## src/wss_pkg.sv

```systemverilog
// Shared widths, types and latencies for the wall shear stress projection pipeline.
// No dependencies; imported by every module of the block.
package wss_pkg;

   localparam int DW = 32;          // width of one Q16.16 component
   localparam int PW = 2 * DW;      // product and squared-sum width
   localparam int NW = 3 * DW;      // dividend width (load dot times normal component)
   localparam int QW = DW + 1;      // quotient width
   localparam int SR = DW + 3;      // square-root partial remainder width
   localparam int DIV_LAT = QW + 2; // divider register count
   localparam int SQ_LAT = DW + 2;  // square-root register count

   typedef logic signed [DW-1:0] word_type;
   typedef logic [DW-1:0]        mag_type;
   typedef logic [PW-1:0]        wide_type;
   typedef logic [NW-1:0]        num_type;
   typedef logic [QW-1:0]        quo_type;

   // side data that rides along with the quotients
   typedef struct packed {
      logic [2:0][DW-1:0] ld;
      logic [2:0]         n_neg;
      logic               d_neg;
      logic               degen;
   } meta_type;

endpackage

```

## src/wss_sqrt.sv

```systemverilog
// Pipelined digit-by-digit square root, one result bit per stage, rounded and saturated.
// Depends on wss_pkg.
module wss_sqrt
   import wss_pkg::*;
(
   input  logic          clock,
   input  logic          en,
   input  wide_type      radicand,
   output logic [DW-2:0] root
);

   logic [SR-1:0] rem_ff  [0:DW];
   mag_type       root_ff [0:DW];
   wide_type      x_ff    [0:DW];
   logic [DW-2:0] out_ff;

   logic [SR-1:0] rem_in  [0:DW-1];
   mag_type       root_in [0:DW-1];
   wide_type      x_in    [0:DW-1];
   logic [DW:0]   up;
   logic [DW-2:0] out_in;

   always_comb begin
      for (int k = 0; k < DW; k++) begin
         logic [SR-1:0] r2, trial;
         logic          ge;
         r2    = {rem_ff[k][SR-3:0], x_ff[k][PW-1:PW-2]};
         trial = {{(SR-DW-2){1'b0}}, root_ff[k], 2'b01};
         ge    = r2 >= trial;
         rem_in[k]  = ge ? r2 - trial : r2;
         root_in[k] = {root_ff[k][DW-2:0], ge};
         x_in[k]    = {x_ff[k][PW-3:0], 2'b00};
      end
      // round up when the leftover exceeds the floor root
      up = (rem_ff[DW] > {{(SR-DW){1'b0}}, root_ff[DW]}) ? {1'b0, root_ff[DW]} + 1'b1
                                                        : {1'b0, root_ff[DW]};
      out_in = (up[DW:DW-1] != 2'b00) ? {(DW-1){1'b1}} : up[DW-2:0];
   end

   always_ff @(posedge clock) begin
      if (en) begin
         rem_ff[0]  <= '0;
         root_ff[0] <= '0;
         x_ff[0]    <= radicand;
         for (int k = 0; k < DW; k++) begin
            rem_ff[k+1]  <= rem_in[k];
            root_ff[k+1] <= root_in[k];
            x_ff[k+1]    <= x_in[k];
         end
         out_ff <= out_in;
      end
   end

   assign root = out_ff;

endmodule

```

## config.mk

```make
export PLATFORM = sky130hd
export DESIGN_NAME = wss_sqrt
export DESIGN_NICKNAME = d
export VERILOG_FILES = /design/src/wss_pkg.sv /design/src/wss_sqrt.sv
export SDC_FILE = /design/constraint.sdc
export NUM_CORES = 2
export LEC_CHECK = 0
export BUFFER_PORTS_ARGS = -buffer_cell sky130_fd_sc_hd__buf_2
export CAP_MARGIN = 15
export CORE_AREA = 2 2 558 560
export CTS_CLUSTER_DIAMETER = 80
export DETAILED_ROUTE_END_ITERATION = 12
export DIE_AREA = 0 0 560 562
export GPL_ROUTABILITY_DRIVEN = 0
export GPL_TIMING_DRIVEN = 1
export PLACE_DENSITY = 0.54
export SLEW_MARGIN = 25
export SYNTH_ARGS = -nofsm -noshare
export SYNTH_HDL_FRONTEND = slang
export SYNTH_MEMORY_MAX_BITS = 65536
export SYNTH_SLANG_ARGS = --single-unit
```

## constraint.sdc

```tcl
create_clock -name clock -period 4.4 [get_ports clock]
set_input_delay 0.22 -clock clock [delete_from_list [all_inputs] [get_ports clock]]
set_output_delay 0.22 -clock clock [all_outputs]
set_load 0.005 [all_outputs]
```

# Yosys cells after proc, flatten, opt, wreduce, memory -nomap -nowiden
# Memory sizes are Yosys's and may differ from the RTL's.
# Index checks and enable logic that the tools add are counted.
word_totals:
  output_inout_bits: 31
  mem_bits_rw: 4323
  input_bits: 66
  mem_count: 3
  wordCells: 106
  regBits: 31
classes:
  n_mux: 35
  n_reduce_logical: 1
  n_addsub: 33
  order_cmp: 33
mem_list:
  columns: ["name", "words", "width", "rd", "rd_clocked_by_memory_dff", "write_ports", "line", "text"]
  rows:
  - ["x_ff", 33, 64, 32, 0, 33, "wss_sqrt.sv:14", "wide_type x_ff [0:DW];"]
  - ["rem_ff", 33, 35, 33, 0, 33, "wss_sqrt.sv:12", "logic [SR-1:0] rem_ff [0:DW];"]
  - ["root_ff", 33, 32, 33, 0, 33, "wss_sqrt.sv:13", "mag_type root_ff [0:DW];"]
ops:
  columns: ["cell", "count"]
  rows:
  - ["$ge 35x34->1", 32]
  - ["$mux 35", 32]
  - ["$sub 35x34->35", 32]
  - ["$gt 35x32->1", 1]
  - ["$add 32x1->33 const B", 1]
  - ["$mux 33", 1]
  - ["$mux 1", 2]
  - ["$reduce_bool 2->1", 1]

# Depth between registers and ports, before layout
# An unclocked memory read counts as a cell.
depth:
  word_depth: 4
  depth_mapped: 14
  ltp_nobuf: 12

# Least setup slack after synthesis
# OpenSTA, ideal clock, no wires.
synth_path:
  path_type: "flip-flop to flip-flop"
  from: "memory rem_ff[0][811] (netlist bit)"
  to: "memory rem_ff[0][843] (netlist bit), data pin"
  stages_incl_launch_ff: 11
  arrival_time_ns: 3.217
  required_ns: 4.140
  slack_ns: 0.923
  synth_period_minus_slack_ns: 3.477
  setup_time_ns: 0.260
  n_path_buf: 1
  cell_sequence: "edfxtp_1 ha_1 a21o_1 a21oi_1 o21ai_0 a2111o_1 o21ai_0 o21bai_1 a311oi_1 clkbuf_1 mux2_2"
synth_rtl:
  columns: ["item", "line"]
  rows:
  - ["start, declared", "wss_sqrt.sv:12"]

==> impl_metrics.csv <==
group,metric,value,unit
global_route,gr-max-usage-layer,"met2",
floorplan,die_w,560,um
power,fin_total_pwr,74.0,mW
timing,post-route-min-period,4.05,ns
yosys,synth.distinct_cells,96,
critical_path,rr_worst_depth,13,
hold_path,holdPathStages,2,
layout,stdcell_count,14400,
timing,setup_viol,0,
power,p_leak,53.4,nW
run,cap_viol_max_count,0,
floorplan,num_rows,204,
critical_path,startpoint_type,"register",
floorplan,initial_utilization,39.9,%
yosys,synth_warnings,0,
critical_path,crit_family,"compound AO/OA/AOI/OAI gates",
floorplan,die_area,0.315,mm2
yosys,synth_top_area_share,64.0,%
placement,dpl_cell_area,0.130,mm2
timing,fmax,247,MHz
critical_path,r2r-start,"rem_ff[0][1093]",
yosys,syn_nets,10300,
global_route,antenna_found_initial,2,
clock_tree,cts_setup_buffers,0,
yosys,synth_flop_cell,"edfxtp_1",
critical_path,required,5.00,ns
global_route,grt_max_degree,127,
floorplan,io_pins,97,
clock_tree,cts.root.buffer_cell,"clkbuf_16",
global_route,grt_util_met2,28.3,%
detailed_routing,num_vias,75400,
yosys,postSynthAreaPerCell,12.8,um2
critical_path,cp_cell_sequence,"ha_1 -> a21oi_1 -> o21ai_0 -> a311oi_1 -> o2111ai_1 -> a2111oi_0 -> buf_4 -> o311ai_0 -> a21oi_4 -> buf_4 -> inv_1 -> nor2_1 -> a21oi_1",
detailed_routing,drt_drc_violations_left,0,
clock_tree,clk_pin_slew,0.06,ns
floorplan,core_area,0.308,mm2
yosys,synth-seq-area-share,64.0,%
timing,setup_tns,0,ns
detailed_routing,totalWireLength,264000,um
global_route,use_met1,21.1,%
layout,layout-drive-gt1-share,8.09,%
timing,rsz0062_at_grt,"no",
clock_tree,htree_levels,5,
detailed_routing,postRouteAntennaNets,0,
timing,setup_ws,0.347,ns
critical_path,path_buf_inv,3,
critical_path,slowest_delay,0.66,ns
timing,relSlewSlack,36.0,%
critical_path,crit_path_end_kind,"register",
clock_tree,cts_buffer_depth,4,
power,powerDensity,528,mW/mm2
hold_path,min_path_type,"primary input to register",
clock_tree,cts_tree,"yes",
placement,place_worst_setup_slack,0.431,ns
placement,portBuffers,96,
timing,hold_viol,0,
detailed_routing,wl_per_cell,18.3,um
status,status,"completed",
placement,dp_hpwl,190000,um
clock_tree,cts.sinks,2624,
yosys,synth-edff-count,2624,
placement,dp.cells,13800,
yosys,synth-seq-cells,2624,
detailed_routing,drt_iter0_markers,5512,
power,irDropWorstVdd,0.331,mV
timing,worst_pin_slew,0.959,ns
critical_path,r2r-end,"rem_ff[0][1121]",
critical_path,worst-setup-path-type,"register to register",
global_route,grt_overflow_total,0,
detailed_routing,vias_per_cell,5.23,
layout,final_area,0.140,mm2
critical_path,crit_slowest_cell,"a2111oi_0",
critical_path,cp.arrival,4.65,ns
global_route,grt_pass1_wl,415000,um
detailed_routing,drt-pass1-iter-count,8,
clock_tree,clkLatencyLatePin,0.92,ns
critical_path,cp_num_cells,13,
timing,maxSlewViolCount,0,
layout,final_nets,10700,
timing,fin_crit_sh,92.1,%
yosys,synth_area_leaders,"edfxtp_1, ha_1, xor2_1",
yosys,synthArstFlopShare,0,%
global_route,grt_use_total,16.4,%
critical_path,critPathLaunch,"rem_ff[0][1093]",
critical_path,critical_path_peak_fanout,13,
yosys,synth_area,0.123,mm2
timing,clock_skew,0.0661,ns
critical_path,cp-endpoint,"rem_ff[0][1121]",
global_route,use_met3,1.97,%
clock_tree,cts_buffers,298,
layout,syn_to_final_growth,14.0,%
yosys,synth_top_area_cell,"edfxtp_1",
global_route,grt_pass1_vias,74000,
yosys,synth_cells,9605,
critical_path,r2r_slack,0.35,ns
floorplan,die_y,562,um
[worst reg2reg max path, cell delays in order, from the launching register on]
cell and delay (ns):
edfxtp_1 0.39, ha_1 0.39, a21oi_1 0.20, o21ai_0 0.16, a311oi_1 0.50, o2111ai_1 0.29
a2111oi_0 0.66, buf_4 0.22, o311ai_0 0.22, a21oi_4 0.25, buf_4 0.20, inv_1 0.11
nor2_1 0.14, a21oi_1 0.05
[worst min path at each step]
stage | startpoint | end | slack [ns]
6_report | radicand[5] | x_ff[0][5] | 0.08
5_1_grt | radicand[3] | x_ff[0][3] | 0.04
4_1_cts | radicand[5] | x_ff[0][5] | 0.02
3_5_place_dp | radicand[44] | x_ff[0][44] | 0.40
3_3_place_gp | radicand[51] | x_ff[0][51] | 0.40
2_1_floorplan | radicand[0] | x_ff[0][0] | 0.32
[cell usage after synthesis, drive strengths merged (51+ instances only)]
master / number
o211ai: 51
nand2: 612
xor2: 441
mux2: 91
nor2b: 71
and3: 63
nor2: 618
nor4: 121
or3: 96
nand3: 167
xnor2: 417
or4: 75
ha: 596
a21oi: 633
o31ai: 55
inv: 769
a21o: 227
o21ai: 489
nand4: 102
nor3: 269
nand2b: 114
clkbuf: 167
o21a: 100
or2: 51
a31oi: 63
edfxtp: 2624
[flip-flops by register name, indices dropped and copies added, names as in the netlist]
name and flops:
root 31, x_ff 1056, root_ff 528, rem_ff 1009
[where the power goes]
part	switching [mW]	internal [mW]	total (mW)
combinational	9.22	6.68	15.9
clock	10.2	13.9	24.1
sequential	2.21	31.8	34.0
[cell usage in the layout, fill, tap and decap left out, drive strengths merged, types with 18 or more instances in the layout]
cell type / n
xnor2: 417
clkbuf: 347
nand2b: 114
o21a: 100
and4: 18
or3: 96
o211ai: 51
ha: 596
o21ai: 489
and2: 36
nor2: 618
bufinv: 21
o31ai: 55
a21o: 227
clkinv: 145
a31oi: 63
nand3b: 32
a21oi: 633
dlygate4sd3: 122
inv: 780
nand3: 167
xor2: 441
o41ai: 22
a211oi: 42
o2111ai: 18
nor4: 121
a21boi: 30
or4: 75
nor3: 269
nor4b: 22
nand2: 612
nor2b: 71
edfxtp: 2624
or2: 51
a2111oi: 22
o21bai: 41
and3: 63
buf: 227
mux2: 91
nand4: 102
[layer usage]
metal  wire (um)  vias up  share of wire (%)
met5           0        -                  0
met4        9460        0                3.6
met3       10900      503                4.1
met2      129000     1705                 49
met1      115000    36600                 43
li1            -    36600                  -
[cell families (layout without fill, tap and decap cells)]
kind of cell    count (synthesis)  in the layout  share of synthesized area [%]
buf+inv                       962           1653                           2.96
simple gates                 2518           2518                           10.2
flops                        2624           2624                           64.0
compound gates               1948           1948                           9.80
mux                            98             98                          0.895
other cells                     1              5                        0.00304
xor+xnor                      858            858                           6.10
fa+ha+maj                     596            596                           6.06
[metrics by stage]
step                      hold WS, ns  utilization (%)
after floorplan                 0.319                -
after global placement          0.397             42.0
after detailed placement        0.398             42.0
after CTS                      0.0169             45.5
after global routing           0.0421             45.5
final                          0.0803             45.5
[layout make-up]
| type | instances | area (um2) |
|---|---|---|
| Timing Repair Buffer | 349 | 3130 |
| Clock inverter | 185 | 1830 |
| Sequential cell | 2624 | 78800 |
| Clock buffer | 347 | 7700 |
| Antenna cell | 4 | 10.0 |
| Inverter | 772 | 2900 |
| Tap cell | 4120 | 5150 |
| Multi-Input combinational cell | 6019 | 40900 |
| Fill cell | 27700 | 168000 |
[what timing repair did]
item,CTS,global route
endpoints found under the hold margin,114,0
hold buffers,122,0
resized for setup,0,0
No activity file was read; power rests on OpenSTA's default activity.
